===== src/hsld_pkg.sv =====
package hsld_pkg;

    localparam logic [63:0] HASH_SEED = 64'd5381;
    localparam int HASH_SHIFT = 5;
    localparam int LANE_FIELD_W = 6;
    localparam int DIV_STEP_BITS = 4;
    localparam int DIV_CYCLES = 64 / DIV_STEP_BITS;

    typedef enum logic [2:0] {
        CMD_OCC  = 3'b001,
        CMD_PUSH = 3'b010,
        CMD_PULL = 3'b100
    } cmd_op_t;

    typedef struct packed {
        cmd_op_t                   op;
        logic [LANE_FIELD_W-1:0]   lane;
        logic [63:0]               number;
    } cmd_t;

endpackage


===== src/hsld_if.sv =====
interface hsld_in_if;
    logic        valid;
    logic        ready;
    logic        kind;
    logic [7:0]  key_byte;
    logic        key_last;
    logic [63:0] op_number;
    logic [3:0]  lane;

    modport source (output valid, kind, key_byte, key_last, op_number, lane, input ready);
    modport sink   (input valid, kind, key_byte, key_last, op_number, lane, output ready);
endinterface



===== src/hsld_front.sv =====
module hsld_front #(
    parameter int MAX_LANES = 16
) (
    input  logic              clk,
    input  logic              rst_n,
    input  logic [4:0]        lane_count,
    hsld_in_if.sink           in_ch,
    output logic              q_push,
    output hsld_pkg::cmd_t    q_data,
    input  logic              q_full
);

    typedef enum logic [2:0] {
        F_IDLE = 3'b001,
        F_DIV  = 3'b010,
        F_PUSH = 3'b100
    } front_state_t;

    localparam int LW = hsld_pkg::LANE_FIELD_W;

    front_state_t state_reg, state_next;
    logic [63:0]  hash_reg, hash_next;
    logic [63:0]  div_reg, div_next;
    logic [4:0]   rem_reg, rem_next;
    logic [4:0]   n_reg, n_next;
    logic [3:0]   cnt_reg, cnt_next;
    logic [63:0]  num_reg, num_next;

    logic [LW-1:0] wrap_tab [16];
    logic [63:0]   hash_new;
    logic          accept;
    logic [4:0]    n_eff;

    // lane field folded into range, table built at elaboration
    for (genvar g = 0; g < 16; g++)
    begin : g_wrap
        localparam int W = g % MAX_LANES;
        assign wrap_tab[g] = LW'(W);
    end

    assign hash_new = (hash_reg << hsld_pkg::HASH_SHIFT) + hash_reg + 64'(in_ch.key_byte);
    assign in_ch.ready = (state_reg == F_IDLE) && !q_full;
    assign accept = in_ch.valid && in_ch.ready;

    always_comb
    begin
        if (lane_count == 5'd0)
        begin
            n_eff = 5'd1;
        end
        else if (32'(lane_count) > MAX_LANES)
        begin
            n_eff = 5'(MAX_LANES);
        end
        else
        begin
            n_eff = lane_count;
        end
    end

    always_comb
    begin
        logic [5:0]  t;
        logic [63:0] d;
        logic [4:0]  r;

        state_next = state_reg;
        hash_next  = hash_reg;
        div_next   = div_reg;
        rem_next   = rem_reg;
        n_next     = n_reg;
        cnt_next   = cnt_reg;
        num_next   = num_reg;
        q_push     = 1'b0;
        q_data.op     = hsld_pkg::CMD_OCC;
        q_data.lane   = wrap_tab[in_ch.lane];
        q_data.number = num_reg;
        d = div_reg;
        r = rem_reg;
        t = '0;

        unique case (state_reg)
            F_IDLE:
            begin
                if (accept)
                begin
                    if (in_ch.kind)
                    begin
                        q_push    = 1'b1;
                        q_data.op = hsld_pkg::CMD_PULL;
                    end
                    else if (!in_ch.key_last)
                    begin
                        q_push    = 1'b1;
                        hash_next = hash_new;
                    end
                    else
                    begin
                        hash_next  = hsld_pkg::HASH_SEED;
                        div_next   = hash_new;
                        rem_next   = '0;
                        cnt_next   = '0;
                        n_next     = n_eff;
                        num_next   = in_ch.op_number;
                        state_next = F_DIV;
                    end
                end
            end
            F_DIV:
            begin
                // restoring remainder, four dividend bits per cycle
                for (int k = 0; k < hsld_pkg::DIV_STEP_BITS; k++)
                begin
                    t = {r, d[63]};
                    d = d << 1;
                    if (t >= {1'b0, n_reg})
                    begin
                        t = t - {1'b0, n_reg};
                    end
                    r = t[4:0];
                end
                div_next = d;
                rem_next = r;
                cnt_next = cnt_reg + 4'd1;
                if (cnt_reg == 4'(hsld_pkg::DIV_CYCLES - 1))
                begin
                    state_next = F_PUSH;
                end
            end
            F_PUSH:
            begin
                q_data.op   = hsld_pkg::CMD_PUSH;
                q_data.lane = LW'(rem_reg);
                if (!q_full)
                begin
                    q_push     = 1'b1;
                    state_next = F_IDLE;
                end
            end
            default:
            begin
                state_next = F_IDLE;
            end
        endcase
    end

    always_ff @(posedge clk or negedge rst_n)
    begin
        if (!rst_n)
        begin
            state_reg <= F_IDLE;
            hash_reg  <= hsld_pkg::HASH_SEED;
            cnt_reg   <= '0;
        end
        else
        begin
            state_reg <= state_next;
            hash_reg  <= hash_next;
            cnt_reg   <= cnt_next;
        end
    end

    always_ff @(posedge clk)
    begin
        div_reg <= div_next;
        rem_reg <= rem_next;
        n_reg   <= n_next;
        num_reg <= num_next;
    end

endmodule


===== src/flat_wrapper.sv =====
// flat-port wrapper written by rule: the top's interface ports become plain ports
module hsld_front_flat 
#(
    parameter int MAX_LANES = 16
)
  (clk, rst_n, lane_count, q_push, q_data, q_full, in_ch_valid, in_ch_kind, in_ch_key_byte, in_ch_key_last, in_ch_op_number, in_ch_lane, in_ch_ready);
  hsld_in_if in_ch_i ();
  input  logic clk;
  input  logic rst_n;
  input  logic [4:0] lane_count;
  output logic q_push;
  output hsld_pkg::cmd_t q_data;
  input  logic q_full;
  input wire logic [$bits(in_ch_i.valid)-1:0] in_ch_valid;
  input wire logic [$bits(in_ch_i.kind)-1:0] in_ch_kind;
  input wire logic [$bits(in_ch_i.key_byte)-1:0] in_ch_key_byte;
  input wire logic [$bits(in_ch_i.key_last)-1:0] in_ch_key_last;
  input wire logic [$bits(in_ch_i.op_number)-1:0] in_ch_op_number;
  input wire logic [$bits(in_ch_i.lane)-1:0] in_ch_lane;
  output wire logic [$bits(in_ch_i.ready)-1:0] in_ch_ready;
  assign in_ch_i.valid = in_ch_valid;
  assign in_ch_i.kind = in_ch_kind;
  assign in_ch_i.key_byte = in_ch_key_byte;
  assign in_ch_i.key_last = in_ch_key_last;
  assign in_ch_i.op_number = in_ch_op_number;
  assign in_ch_i.lane = in_ch_lane;
  assign in_ch_ready = in_ch_i.ready;
  hsld_front #(.MAX_LANES(MAX_LANES)) u_core (.clk(clk), .rst_n(rst_n), .lane_count(lane_count), .in_ch(in_ch_i), .q_push(q_push), .q_data(q_data), .q_full(q_full));
endmodule

===== config.mk =====
export PLATFORM = sky130hd
export DESIGN_NAME = hsld_front_flat
export DESIGN_NICKNAME = d
export VERILOG_FILES = /design/src/hsld_pkg.sv /design/src/hsld_if.sv /design/src/hsld_front.sv /design/src/flat_wrapper.sv
export SDC_FILE = /design/constraint.sdc
export NUM_CORES = 1
export LEC_CHECK = 0
export BUFFER_PORTS_ARGS = -buffer_cell sky130_fd_sc_hd__buf_2
export CORE_UTILIZATION = 50
export CTS_BUF_LIST = sky130_fd_sc_hd__clkbuf_16
export DETAILED_ROUTE_END_ITERATION = 16
export HOLD_SLACK_MARGIN = 0.08
export PLACE_DENSITY = 0.7
export SETUP_SLACK_MARGIN = 0.02
export SLEW_MARGIN = 20
export SYNTH_ARGS = -nofsm -noshare
export SYNTH_HDL_FRONTEND = slang
export SYNTH_SLANG_ARGS = --single-unit

===== constraint.sdc =====
create_clock -name clk -period 9.4 [get_ports clk]
set_input_delay 0.94 -clock clk [delete_from_list [all_inputs] [get_ports clk]]
set_output_delay 0.94 -clock clk [all_outputs]
set_load 0.1 [all_outputs]

==> impl_metrics.py <==
metrics = {
    "setup_path": {
        "crit_type": "reg2reg",
        "cp.arrival_ns": 7.57,
        "required_ns": 9.64,
        "worstSetupStartpointType": "register",
        "slowest_delay_ns": 0.48,
        "endpoint_kind": "register",
        "reg2reg_slack_ns": 2.08,
        "cp_slowest_cell": "a221oi_2",
        "cp_max_fo": 7,
        "timing.rr.start": "u_core.n_reg[1]",
        "r2r-end": "u_core.rem_reg[3]",
        "reg2reg_depth": 29,
    },
    "timing": {
        "rsz0062_at_grt": "no",
        "fin_ws_ns": 2.075,
        "worst_pin_slew_ns": 0.9368,
        "fin_crit_ns": 7.325,
        "skew_ns": 0.02173,
        "max_slew_margin_pct": 37.55,
        "setup_viol": 0,
        "hold_viol_final": 0,
        "fin_tns_setup_ns": 0,
        "whs_ns": 0.3556,
        "drv_slew": 0,
        "fmax_mhz": 136.5,
        "min_period_over_period_pct": 77.92,
    },
    "clock_network": {
        "insertion_delay_ns": 0.53,
        "cts_buffers": 23,
        "cts_sinks": 209,
        "cts_setup_buffers": 0,
        "post_cts_resized": 0,
        "h-tree-depth": 1,
        "cts.path.max_buffers": 3,
        "cts_tree": "built",
        "root_buffer": "clkbuf_16",
        "cts_hold_buf": 0,
        "cts.clk_slew.worst_paths_ns": 0.06,
    },
    "detailed_routing": {
        "avgRoutedWirePerCell_um": 18.33,
        "vias": 10140,
        "firstDrtPassIters": 7,
        "totalWireLength_mm": 32.13,
        "drtIter0Drc": 656,
        "antenna_left": 0,
        "drcViolationCount": 0,
        "routed_via_density": 5.783,
    },
    "logic_synthesis": {
        "synth_most_common_cell": "nand2_1",
        "syn_inst": 1269,
        "synth_cell_types": 72,
        "syn_area_um2": 13080,
        "synthTopCellsByCount": "nand2_1 (199), ha_1 (145), edfxtp_1 (138), a21oi_1 (93), o21ai_0 (81)",
        "synth_area_leaders": "edfxtp_1 (32%), ha_1 (14%), dfrtp_1 (12%), nand2_1 (5.7%), a21oi_1 (3.6%)",
        "synth_edf_count": 138,
        "dominantRegCellSynth": "edfxtp_1",
        "ys_seq_elements": 209,
        "syn_avg_cell_area_um2": 10.31,
        "async_flop_share_pct": 33.97,
        "synth_top_area_cell": "edfxtp_1",
        "syn_nets": 1509,
        "ys_warn_count": 0,
        "yosysSeqAreaShare_pct": 45.31,
        "yosysTopAreaCellShare_pct": 31.67,
    },
    "grt": {
        "grt_usage_pct": 24.12,
        "grt_pass1_wl_mm": 51.29,
        "grt_max_degree": 78,
        "antenna_found_initial": 0,
        "grt_pass1_vias": 10020,
        "grt-ovfl-total": 0,
    },
    "final_layout": {
        "diodes": 0,
        "fill_cells": 2163,
        "area_delta_synth_final_pct": 14.10,
        "drive_above_1_share_pct": 17.15,
        "final_cells": 1753,
        "finish.net_count": 1646,
    },
    "floorplanning": {
        "coreArea_um2": 25400,
        "design.die.area_um2": 26820,
        "core.rowCount": 58,
        "die_w_um": 163.8,
        "start_util_pct": 51.51,
        "io_pins": 162,
        "die_h_um": 163.8,
    },
    "power_and_ir_drop": {
        "p_comb_share_pct": 42.2,
        "power.switching_uw": 1455,
        "intPower_uw": 2294,
        "p_leak_uw": 0.006795,
        "power_frac_clock_pct": 24.2,
        "irDropWorstVdd_v": 0.0002370,
        "switching_share_pct": 38.82,
        "p_seq_share_pct": 33.6,
        "p_per_area_nw_per_um2": 251.1,
    },
    "flow_run": {
        "drv_cap": 0,
    },
    "place": {
        "hpwlAfterDp_mm": 23.45,
        "io_buffer_count": 160,
        "gp_congestion": 0.9223,
        "dp.cells": 1710,
        "dpl_worst_slack_ns": 2.104,
    },
    "hold_path": {
        "hold_path.class": "in2async",
    },
    "outcome": {
        "status": "completed",
    },
}
-- worst max path at each step --
stage,startpoint,endpoint,slack [ns],depth (start not counted)
6_report,u_core.n_reg[1],u_core.rem_reg[3],2.08,29
3_3_place_gp,u_core.n_reg[1],u_core.rem_reg[3],2.36,28
2_1_floorplan,q_full,q_data[70],1.81,4
3_5_place_dp,u_core.n_reg[1],u_core.rem_reg[3],2.10,29
5_1_grt,u_core.n_reg[1],u_core.rem_reg[3],1.49,29
4_1_cts,u_core.n_reg[1],u_core.rem_reg[3],2.09,29
-- cell families (layout without fill, tap and decap cells) --
logic type      count (synthesis)  in the layout  synth area share (%)
flops                         209            209                 45.31
other cells                     1              1               0.02866
compound gates                347            347                 17.38
simple gates                  370            370                 12.62
xor+xnor                       71             71                 4.753
fa+ha+maj                     153            153                 15.09
mux                            25             25                 2.094
buf+inv                        93            247                 2.725
-- power by group through the flow --
stage	combinational, uW	sequential, uW	clock [uW]
after floorplan	1180	1270	0
after global placement	1530	1270	0
after detailed placement	1560	1280	0
after CTS	1570	1260	929
after global routing	1770	1270	961
final	1580	1260	907
-- worst max-delay path, delay by kind of cell, from the launching register on --
family / cells / cell delay (ns)
AO/OA/AOI/OAI: 10 / 2.53
multiplexers: 3 / 0.89
adder cells (fa/ha/maj): 4 / 1.42
flip-flops: 1 / 0.46
AND/OR/NAND/NOR: 11 / 1.47
buffers and inverters: 1 / 0.29
-- stage by stage --
step           utilization (%)  power (uW)  instance area (um2)
2_1_floorplan                -        2444                13080
3_3_place_gp             55.67        2801                14140
3_5_place_dp             55.67        2835                14140
4_1_cts                  58.67        3760                14900
5_1_grt                  58.77        4001                14930
6_report                 58.77        3749                14930
-- layout make-up --
| type | instances | area [um2] | share of cell area, % |
|---|---|---|---|
| Multi-Input combinational cell | 967 | 6809 | 45.61 |
| Sequential cell | 209 | 5928 | 39.71 |
| Timing Repair Buffer | 167 | 875.8 | 5.867 |
| Clock buffer | 23 | 575.6 | 3.855 |
| Tap cell | 330 | 412.9 | 2.766 |
| Clock inverter | 19 | 183.9 | 1.232 |
| Inverter | 38 | 142.6 | 0.9555 |
-- metal layers --
metal	global-route usage (%)	routed length, um	up-vias
met1	32.40	14290	4858
met5	0	0	-
li1	-	-	4944
met2	41.14	15410	281
met4	6.566	756	0
met3	2.854	1679	55
-- placed cells by master (no fill, tap or decap), types with 5 or more instances in the layout --
master and n:
nand2_1 197, buf_2 159, ha_1 145, edfxtp_1 138, a21oi_1 93, o21ai_0 81
dfrtp_1 65, nor2_1 60, inv_1 43, xnor2_1 43, a21o_1 33, a22o_1 32
xor2_1 28, clkbuf_16 23, mux2_2 19, nand3_1 16, o31ai_1 15, nand4_1 14
nor2b_1 13, nor3_1 13, o21bai_1 13, a31oi_1 12, and2_1 12, o21ai_1 9
nor4_1 8, nand2b_1 8, a211oi_1 8, fa_1 8, buf_4 7, mux2i_1 6
o21a_1 6, dfstp_2 6, and3_1 5, a41oi_1 5
Note: power is estimated with default switching activity, not from simulation.
