File: config.mk
export PLATFORM = sky130hd
export DESIGN_NAME = hsld_cmd_q
export DESIGN_NICKNAME = d
export VERILOG_FILES = /design/src/hsld_pkg.sv /design/src/hsld_cmd_q.sv
export SDC_FILE = /design/constraint.sdc
export NUM_CORES = 1
export LEC_CHECK = 0
export BUFFER_PORTS_ARGS = -buffer_cell sky130_fd_sc_hd__clkbuf_2
export CORE_AREA = 2 2 124 90
export CTS_CLUSTER_DIAMETER = 150
export DETAILED_ROUTE_END_ITERATION = 10
export DIE_AREA = 0 0 126 92
export PLACE_DENSITY = 0.83
export SLEW_MARGIN = 0
export SYNTH_ARGS = -nofsm -noshare
export SYNTH_HDL_FRONTEND = slang
export SYNTH_SLANG_ARGS = --single-unit
File: constraint.sdc
create_clock -name clk -period 6.3 [get_ports clk]
set_input_delay 1.26 -clock clk [delete_from_list [all_inputs] [get_ports clk]]
set_output_delay 1.26 -clock clk [all_outputs]
set_load 0.005 [all_outputs]
File: src/hsld_pkg.sv
package hsld_pkg;

    localparam logic [63:0] HASH_SEED = 64'd5381;
    localparam int HASH_SHIFT = 5;
    localparam int LANE_FIELD_W = 6;
    localparam int DIV_STEP_BITS = 4;
    localparam int DIV_CYCLES = 64 / DIV_STEP_BITS;

    typedef enum logic [2:0] {
        CMD_OCC  = 3'b001,
        CMD_PUSH = 3'b010,
        CMD_PULL = 3'b100
    } cmd_op_t;

    typedef struct packed {
        cmd_op_t                   op;
        logic [LANE_FIELD_W-1:0]   lane;
        logic [63:0]               number;
    } cmd_t;

endpackage

File: src/hsld_cmd_q.sv
module hsld_cmd_q (
    input  logic            clk,
    input  logic            rst_n,
    input  logic            push,
    input  hsld_pkg::cmd_t  push_data,
    output logic            full,
    input  logic            pop,
    output hsld_pkg::cmd_t  pop_data,
    output logic            empty
);

    hsld_pkg::cmd_t ent_reg [2];
    logic           wr_ptr_reg, rd_ptr_reg;
    logic [1:0]     cnt_reg;

    assign full     = (cnt_reg == 2'd2);
    assign empty    = (cnt_reg == 2'd0);
    assign pop_data = ent_reg[rd_ptr_reg];

    always_ff @(posedge clk or negedge rst_n)
    begin
        if (!rst_n)
        begin
            wr_ptr_reg <= 1'b0;
            rd_ptr_reg <= 1'b0;
            cnt_reg    <= '0;
        end
        else
        begin
            if (push)
            begin
                wr_ptr_reg <= !wr_ptr_reg;
            end
            if (pop)
            begin
                rd_ptr_reg <= !rd_ptr_reg;
            end
            cnt_reg <= cnt_reg + 2'(push) - 2'(pop);
        end
    end

    always_ff @(posedge clk)
    begin
        if (push)
        begin
            ent_reg[wr_ptr_reg] <= push_data;
        end
    end

endmodule

==> reports/qor.yml, run 1 <==
power_and_ir_drop:
  p_switching_uw: 830
  pwr-share-clk: 0.280
  switching_share: 0.261
  design_power_total_mw: 3.19
  p_leak_nw: 2.92
  ir_drop_mv: 0.360
  p_int_mw: 2.36
  seqPwrFrac: 0.441
  combinationalPowerShare: 0.279
  power_density_mw_per_mm2: 449
worst_setup_path:
  cp.arrival_ps: 2470
  r2r_slack_ps: 4050
  worstSetupPathType: "flip-flop to primary output"
  r2r_end: "ent_reg[0][34]"
  reg2reg_from: "wr_ptr_reg"
  end_kind: "primary output"
  cp.required_ps: 5040
  critPathLaunchType: "flip-flop"
  path_max_fanout: 59
  reg2reg_depth: 2
synthesis:
  yosys-top-cells-count: "146 x edfxtp_1, 60 x mux2_4, 13 x mux2_2"
  yosys.area.top_type: "edfxtp_1"
  synthArstFlopShare: 0.0267
  synth_edf_count: 146
  ys.flop_type: "edfxtp_1"
  syn_avg_cell_area_um2: 23.6
  seq_area_frac_synth: 0.785
  syn_area_mm2: 0.00571
  synth.most_common_cell: "edfxtp_1"
  ys_ff_latch: 150
  synthCells: 242
  synth_top_cell_area_share: 0.768
  yosys-top-cells-area: "edfxtp_1 77%, mux2_4 16%, mux2_2 2.6%, dfrtp_1 1.8%, buf_6 1.4%"
  synth_cell_types: 13
  synth_nets: 321
  yosysWarnings: 0
floorplanning:
  core_mm2: 0.0106
  die_area_mm2: 0.0116
  dieWidth_um: 126
  pin_count: 152
  start_util: 0.540
  row_count: 32
  die_h_um: 92
final_layout:
  largest_reg_flops: 146
  ff_latch_area_mm2: 0.00449
  layout-drive-gt1-share: 0.612
  fill_cells: 731
  fin_cells: 553
  nNetsFinal: 485
  n_antenna_cell: 0
  multi_input_area_mm2: 0.00115
  syn2layout_area_growth_pct: 24.3
min_path:
  holdPathEnd: "wr_ptr_reg"
  hold_start: "wr_ptr_reg"
  hold_depth: 1
  worstHoldPathType: "flip-flop to flip-flop"
sta:
  tns_ps: 0
  fin_crit_sh: 0.591
  hold_viol_final: 0
  slew_viol_final: 0
  setup_violations: 0
  clock.fmax_mhz: 268
  layout_min_cycle_time_ps: 3730
  finClkSkew_ps: 9.29
  tightest_slew_ps: 1090
  rsz0062_at_grt: "no"
  relSlewSlack: 0.275
clock_tree:
  cts_root_buf: "clkbuf_16"
  post_cts_buffers: 0
  cts.sinks: 150
  path_clk_slew_ps: 60
  cts_resized: 0
  cts_buffers: 17
  cts_tree: "yes"
  htreeDepth: 4
  clk_latency_ps: 410
  postCtsHoldBufs: 0
  clockBufferDepth: 2
routing:
  wl_per_cell_um: 17.7
  drc_errors: 0
  antenna_left: 0
  vias: 2779
  drtIter0Drc: 187
  drtPass1Iterations: 4
  post_drt_via_cell_ratio: 5.03
  totalWireLength_um: 9770
placement:
  routabilityCongestion: 0.737
  port_buffers: 151
  dp.final_hpwl_um: 6400
  dp.cells: 523
global_route:
  grt_max_degree: 74
  grt_pass1_wl_um: 14800
  track_usage: 0.172
  grt_overflow: 0
  antenna_found_initial: 0
  grt_pass1_vias: 2794
job:
  max_cap_viol_count: 0
outcome:
  status: "finished clean"
==> critical path, stage by stage (launching register included) <==
cell and delay, ps:
dfrtp_4 580, buf_4 850, mux2_2 420, clkbuf_2 110
==> power groups by stage <==
stage	registers, mW	clock network [mW]	logic [mW]
6_report	1.41	0.892	0.890
5_1_grt	1.42	0.952	0.961
4_1_cts	1.41	0.906	0.911
3_5_place_dp	1.43	0	0.908
3_3_place_gp	1.41	0	0.887
2_1_floorplan	1.40	0	0.632
==> cells by family (layout without fill, tap and decap cells) <==
group         count (synthesis)  in the layout  synth area share
mux                          73             73             0.183
xor+xnor                      3              3           0.00723
fa+ha+maj                     2              2           0.00438
buf+inv                      10            185            0.0160
simple gates                  4              4           0.00394
flops                       150            150             0.785
==> layout make-up <==
| type | count | share of cell area |
|---|---|---|
| timing repair buffer | 153 | 0.109 |
| inverter | 2 | 0.00106 |
| tap | 136 | 0.0240 |
| clock inverter | 12 | 0.0127 |
| multi-input combinational | 82 | 0.161 |
| sequential | 150 | 0.632 |
| clock buffer | 18 | 0.0604 |
==> worst max-delay path by stage <==
| stage | start | to | slack, ps | depth (start not counted) |
|---|---|---|---|---|
| 6_report | rd_ptr_reg | pop_data[1] | 2570 | 3 |
| 5_1_grt | rd_ptr_reg | pop_data[1] | 2470 | 3 |
| 4_1_cts | rd_ptr_reg | pop_data[1] | 2560 | 3 |
| 3_5_place_dp | rd_ptr_reg | pop_data[1] | 2990 | 3 |
| 3_3_place_gp | rd_ptr_reg | pop_data[0] | 3050 | 3 |
| 2_1_floorplan | push | ent_reg[0][0] | 1330 | 1 |
==> stage by stage <==
stage	utilization	instance area [µm²]	hold slack, ps	setup WS, ps
after floorplan	-	5710	455	1330
after global placement	0.623	6580	531	3050
after detailed placement	0.623	6580	553	2990
after CTS	0.672	7100	569	2560
after global routing	0.672	7100	576	2470
final	0.672	7100	571	2570
==> placed cells by master (no fill, tap or decap), types with 3 or more instances in the layout <==
master,instances
clkbuf_16,17
dfrtp_1,3
clkinv_1,3
mux2_4,60
edfxtp_1,146
mux2_2,13
clkbuf_2,151
clkinv_2,5
==> layer usage <==
metal  up-vias  wire, µm  track usage
met4         0        88       0.0604
met1      1358      4180        0.225
met5         -         0            0
met2       124      4640        0.266
met3         8       854       0.0671
li1       1289         -            -
No activity file was read; power rests on OpenSTA's default activity.
==> inputs of run 2 (changes only) <==
Settings changed: CORE_AREA 2 2 124 90 to 2 2 135 98, DIE_AREA 0 0 126 92 to 0 0 137 100, PLACE_DENSITY 0.83 to 0.74.
Clock period 6.3 ns to 3.05 ns, I/O delays scaled along.
==> reports/qor.yml, run 2 (same netlist as run 1, synthesis figures left out) <==
floorplanning:
  die_h_um: 100  # was 92 µm
  pin_count: 152  # unchanged
  row_count: 35  # was 32
  die_area_mm2: 0.0137  # was 0.0116 mm²
  core_mm2: 0.0126  # was 0.0106 mm²
  dieWidth_um: 137  # was 126 µm
  start_util: 0.453  # was 0.540
routing:
  drc_errors: 0  # unchanged
  totalWireLength_um: 9880  # was 9770 µm
  antenna_left: 0  # unchanged
  drtPass1Iterations: 4  # unchanged
  post_drt_via_cell_ratio: 4.75  # was 5.03
  wl_per_cell_um: 16.7  # was 17.7 µm
  vias: 2809  # was 2779
  drtIter0Drc: 99  # was 187
final_layout:
  nNetsFinal: 491  # was 485
  fin_cells: 591  # was 553
  largest_reg_flops: 146  # unchanged
  n_antenna_cell: 0  # unchanged
  final_common_cell: "clkbuf_2"  # unchanged
  finish.instance_area_mm2: 0.00726  # was 0.00710 mm²
  final_util: 0.576  # was 0.672
  final_cell_mix: "151 x clkbuf_2, 146 x edfxtp_1, 60 x mux2_4"  # unchanged
  layout-drive-gt1-share: 0.619  # was 0.612
  syn2layout_area_growth_pct: 27.1  # was 24.3%
worst_setup_path:
  end_kind: "primary output"  # unchanged
  cp.arrival_ps: 1880  # was 2470 ps
  cp.required_ps: 2440  # was 5040 ps
  worstSetupPathType: "flip-flop to primary output"  # unchanged
  path_max_fanout: 20  # was 59
  reg2reg_depth: 2  # unchanged
  critPathLaunchType: "flip-flop"  # unchanged
sta:
  tightest_slew_ps: 581  # was 1090 ps
  hold_viol_final: 0  # unchanged
  fin_crit_sh: 0.818
  tns_ps: 0  # unchanged
  rsz0062_at_grt: "no"  # unchanged
  finClkSkew_ps: 8.87  # was 9.29 ps
  layout_min_cycle_time_ps: 2490
  fin_worst_hold_slack_ps: 385  # was 571 ps
  clock.fmax_mhz: 401
  relSlewSlack: 0.612  # was 0.275
  slew_viol_final: 0  # unchanged
  fin_ws_ps: 556  # was 2570 ps
  setup_violations: 0  # unchanged
min_path:
  hold_depth: 1  # unchanged
  worstHoldPathType: "input port to flip-flop"  # was flip-flop to flip-flop
placement:
  dp.final_hpwl_um: 6670  # was 6400 µm
  dp_slack_ps: 963  # was 2990 ps
  port_buffers: 151  # unchanged
  place_area_mm2: 0.00670  # was 0.00658 mm²
  routabilityCongestion: 0.663  # was 0.737
  dp.cells: 558  # was 523
clock_tree:
  cts_root_buf: "clkbuf_16"  # unchanged
  path_clk_slew_ps: 60  # about the same
  cts_resized: 0  # unchanged
  cts_tree: "yes"  # unchanged
  clockBufferDepth: 2  # unchanged
  postCtsHoldBufs: 1  # was 0
  htreeDepth: 4  # unchanged
  cts.sinks: 150  # unchanged
  cts_buffers: 17  # unchanged
  clk_latency_ps: 410  # about the same
  post_cts_buffers: 0  # unchanged
global_route:
  track_usage: 0.143  # was 0.172
  grt_max_degree: 43  # was 74
  antenna_found_initial: 0  # unchanged
  grt_overflow: 0  # unchanged
  grt_pass1_vias: 2846  # was 2794
  grt_pass1_wl_um: 14200  # was 14800 µm
power_and_ir_drop:
  p_leak_nw: 2.96  # was 2.92 nW
  design_power_total_mw: 6.73  # was 3.19 mW
  power_density_mw_per_mm2: 927  # was 449 mW/mm²
  ir_drop_mv: 0.673  # was 0.360 mV
outcome:
  status: "finished clean"  # unchanged
job:
  max_cap_viol_count: 0  # unchanged
==> run 2: cell types whose count changed in the layout (fill, tap and decap cells not counted) <==
cell	change
clkinv_1	-1
inv_6	+4
buf_12	+3
dlygate4sd3_1	+1
buf_4	+2
clkinv_2	-5
clkinvlp_4	+4
==> run 2: per-layer routing <==
layer / routed length (µm) / vias to the layer above / GRT usage
met2: 4870 / 104 / 0.241
met3: 766 / 9 / 0.0621
met5: 0 / - / 0
li1: - / 1302 / -
met1: 4160 / 1394 / 0.167
met4: 82 / 0 / 0.0444
==> run 2: area by class of cell <==
class	instances	area (µm²)
Clock buffer	18	429
Clock inverter	14	126
Fill cell	973	5350
Inverter	2	7.51
Multi-Input combinational cell	82	1150
Sequential cell	150	4490
Tap cell	166	208
Timing Repair Buffer	159	856
==> run 2: worst max-delay path, cell delays in order, from the launching register on <==
cell      delay, ps
dfrtp_4         580
buf_4           400
mux2_2          380
clkbuf_2        110
==> run 2: final timing paths <==
check	from	to	slack (ps)
hold / removal	push_data[64]	ent_reg[0][64]	390
max in group asynchronous	rst_n	rd_ptr_reg	2360
hold reg to reg	wr_ptr_reg	wr_ptr_reg	560
setup / recovery	rd_ptr_reg	pop_data[67]	560
min in group asynchronous	rst_n	cnt_reg[1]	540
setup reg to reg	wr_ptr_reg	ent_reg[0][1]	1420
==> run 2: report_power, final <==
group / total, mW / internal [mW] / leakage (nW) / switching (mW)
Clock: 1.93 / 1.13 / 0.251 / 0.809
Combinational: 1.90 / 1.07 / 1.29 / 0.835
Sequential: 2.89 / 2.74 / 1.42 / 0.151
Total: 6.73 / 4.93 / 2.96 / 1.80
==> inputs of run 3 (changes only) <==
Settings changed: CORE_AREA 2 2 135 98 to 2 2 129 93, DIE_AREA 0 0 137 100 to 0 0 131 95, PLACE_DENSITY 0.74 to 0.78.
Clock period 3.05 ns to 2.5 ns, I/O delays scaled along.
==> reports/qor.yml, run 3 (same netlist as run 1, synthesis figures left out) <==
global_route:
  met3_usage: 0.0776  # was 0.0621
  grt_pass1_vias: 2880  # was 2846
  gr-usage-met2: 0.262  # was 0.241
  antenna_found_initial: 0  # unchanged
  grt_pass1_wl_um: 14600  # was 14200 µm
  grt_max_degree: 39  # was 43
  grt_overflow: 0  # unchanged
  gr-max-usage-layer: "met2"  # unchanged
  track_usage: 0.165  # was 0.143
  grt_util_met1: 0.186  # was 0.167
clock_tree:
  clockBufferDepth: 2  # unchanged
  clk_latency_ps: 410  # about the same
  cts.sinks: 150  # unchanged
  cts_tree: "yes"  # unchanged
  cts_root_buf: "clkbuf_16"  # unchanged
  cts_resized: 0  # unchanged
  path_clk_slew_ps: 60  # about the same
  cts_buffers: 17  # unchanged
  htreeDepth: 4  # unchanged
worst_setup_path:
  cp.arrival_ps: 1800  # was 1880 ps
  r2r_slack_ps: 1040  # was 1420 ps
  reg2reg_from: "wr_ptr_reg"  # unchanged
  cp_num_buf_inv: 2  # unchanged
  crit_chain: "buf_4 > mux2_2 > clkbuf_2"  # unchanged
  path_max_fanout: 16  # was 20
  end_kind: "primary output"  # unchanged
  worstSetupPathType: "flip-flop to primary output"  # unchanged
  cp.required_ps: 2000  # was 2440 ps
  critPathLaunchType: "flip-flop"  # unchanged
  cp_top_family: "flip-flops"  # unchanged
  cp_slowest_cell: "dfrtp_4"  # unchanged
  critical-path-max-stage-delay_ps: 570  # was 580 ps
  r2r_end: "ent_reg[1][41]"  # was ent_reg[0][1]
  reg2reg_depth: 2  # unchanged
routing:
  drtPass1Iterations: 4  # unchanged
  drtIter0Drc: 158  # was 99
  drc_errors: 0  # unchanged
  antenna_left: 0  # unchanged
  totalWireLength_um: 9920  # was 9880 µm
  wl_per_cell_um: 17.0  # was 16.7 µm
  post_drt_via_cell_ratio: 4.79  # was 4.75
  vias: 2789  # was 2809
power_and_ir_drop:
  combinationalPowerShare: 0.279  # was 0.283
  power_density_mw_per_mm2: 1140  # was 927 mW/mm²
  p_switching_mw: 2.18  # was 1.80 mW
  seqPwrFrac: 0.425  # was 0.430
  pwr-share-clk: 0.296  # was 0.288
  ir_drop_mv: 0.661  # was 0.673 mV
  switching_share: 0.263  # was 0.267
  p_leak_nw: 2.98  # was 2.96 nW
  p_int_mw: 6.12  # was 4.93 mW
sta:
  clock.fmax_mhz: 435
  fin_crit_sh: 0.920
  rsz0062_at_grt: "no"  # unchanged
  finClkSkew_ps: 5.51  # was 8.87 ps
  tightest_slew_ps: 526  # was 581 ps
  tns_ps: 0  # unchanged
  relSlewSlack: 0.649  # was 0.612
  slew_viol_final: 0  # unchanged
  setup_violations: 0  # unchanged
  layout_min_cycle_time_ps: 2300
  hold_viol_final: 0  # unchanged
final_layout:
  final_common_cell: "clkbuf_2"  # unchanged
  nNetsFinal: 491  # unchanged
  n_antenna_cell: 0  # unchanged
  fill_cells: 782  # was 973
  final_cell_mix: "151 x clkbuf_2, 146 x edfxtp_1, 60 x mux2_4"  # unchanged
  syn2layout_area_growth_pct: 27.2  # was 27.1%
  finish.instance_area_mm2: 0.00727  # was 0.00726 mm²
  layout-drive-gt1-share: 0.621  # was 0.619
  largest_reg_flops: 146  # unchanged
floorplanning:
  die_area_mm2: 0.0124  # was 0.0137 mm²
  die_h_um: 95  # was 100 µm
  pin_count: 152  # unchanged
  core_mm2: 0.0114  # was 0.0126 mm²
  start_util: 0.503  # was 0.453
  dieWidth_um: 131  # was 137 µm
  row_count: 33  # was 35
min_path:
  holdPathEnd: "ent_reg[1][55]"  # was ent_reg[0][64]
  worstHoldPathType: "input port to flip-flop"  # unchanged
  hold_start: "push_data[55]"  # was push_data[64]
  hold_depth: 1  # unchanged
job:
  max_cap_viol_count: 0  # unchanged
placement:
  dp.final_hpwl_um: 6540  # was 6670 µm
  port_buffers: 151  # unchanged
  place_area_mm2: 0.00666  # was 0.00670 mm²
  routabilityCongestion: 0.704  # was 0.663
outcome:
  status: "finished clean"  # unchanged
## run 3: cell count changes in the layout (fill, tap and decap cells not counted)
| cell | before | now |
|---|---|---|
| clkbuf_1 | 1 | 0 |
| clkinvlp_4 | 6 | 2 |
| inv_6 | 4 | 3 |
| clkinv_2 | 0 | 3 |
| bufinv_16 | 1 | 2 |
| buf_12 | 3 | 2 |
| buf_8 | 0 | 1 |
| inv_8 | 0 | 1 |
| clkinv_4 | 1 | 2 |
## run 3: worst register-to-register path, stage by stage, from the launching register on
cell and delay, ps:
dfrtp_1 430, and2_4 350, buf_4 360
## run 3: per-stage QoR
step / worst slack (ps) / cells / util / hold WS (ps) / power [mW]
floorplan: 463 / 242 / - / 204 / 5.09
global placement: 488 / 548 / 0.587 / 319 / 5.85
detailed placement: 479 / 548 / 0.587 / 324 / 5.90
CTS: 20.7 / 581 / 0.639 / 253 / 8.39
global route: 120 / 582 / 0.640 / 252 / 8.72
finish: 199 / 582 / 0.640 / 271 / 8.30
## run 3: what timing repair did
action,4_1_cts,5_1_grt
setup buffers,0,1
endpoints found under the setup margin,0,17
hold buffers,1,0
hold endpoints to repair,4,0
## run 3: worst max path at each step
| stage | depth (start not counted) | to | start | slack (ps) |
|---|---|---|---|---|
| CTS | 3 | pop_data[65] | rd_ptr_reg | 20 |
| detailed placement | 3 | pop_data[70] | rd_ptr_reg | 480 |
| floorplan | 1 | ent_reg[0][0] | push | 460 |
| finish | 3 | pop_data[65] | rd_ptr_reg | 200 |
| global route | 3 | pop_data[65] | rd_ptr_reg | 120 |
| global placement | 3 | pop_data[69] | rd_ptr_reg | 490 |
## run 3: layout make-up
| cell class | count | area, µm² | area share |
|---|---|---|---|
| tap | 157 | 196 | 0.0270 |
| multi-input combinational | 82 | 1150 | 0.158 |
| sequential | 150 | 4490 | 0.618 |
| clock buffer | 17 | 425 | 0.0585 |
| timing repair buffer | 159 | 851 | 0.117 |
| clock inverter | 15 | 153 | 0.0210 |
| inverter | 2 | 7.51 | 0.00103 |
## run 3: routing by layer
metal	wire length [µm]	vias up
met1	4040	1360
met2	4820	113
li1	-	1304
met4	152	0
met5	0	-
met3	907	12
## run 3: power by group through the flow
stage               registers [mW]  logic (mW)  clock network, mW
global placement              3.59        2.26                  0
detailed placement            3.63        2.28                  0
CTS                           3.58        2.29               2.51
finish                        3.53        2.32               2.46
global route                  3.58        2.53               2.62
floorplan                     3.50        1.60                  0
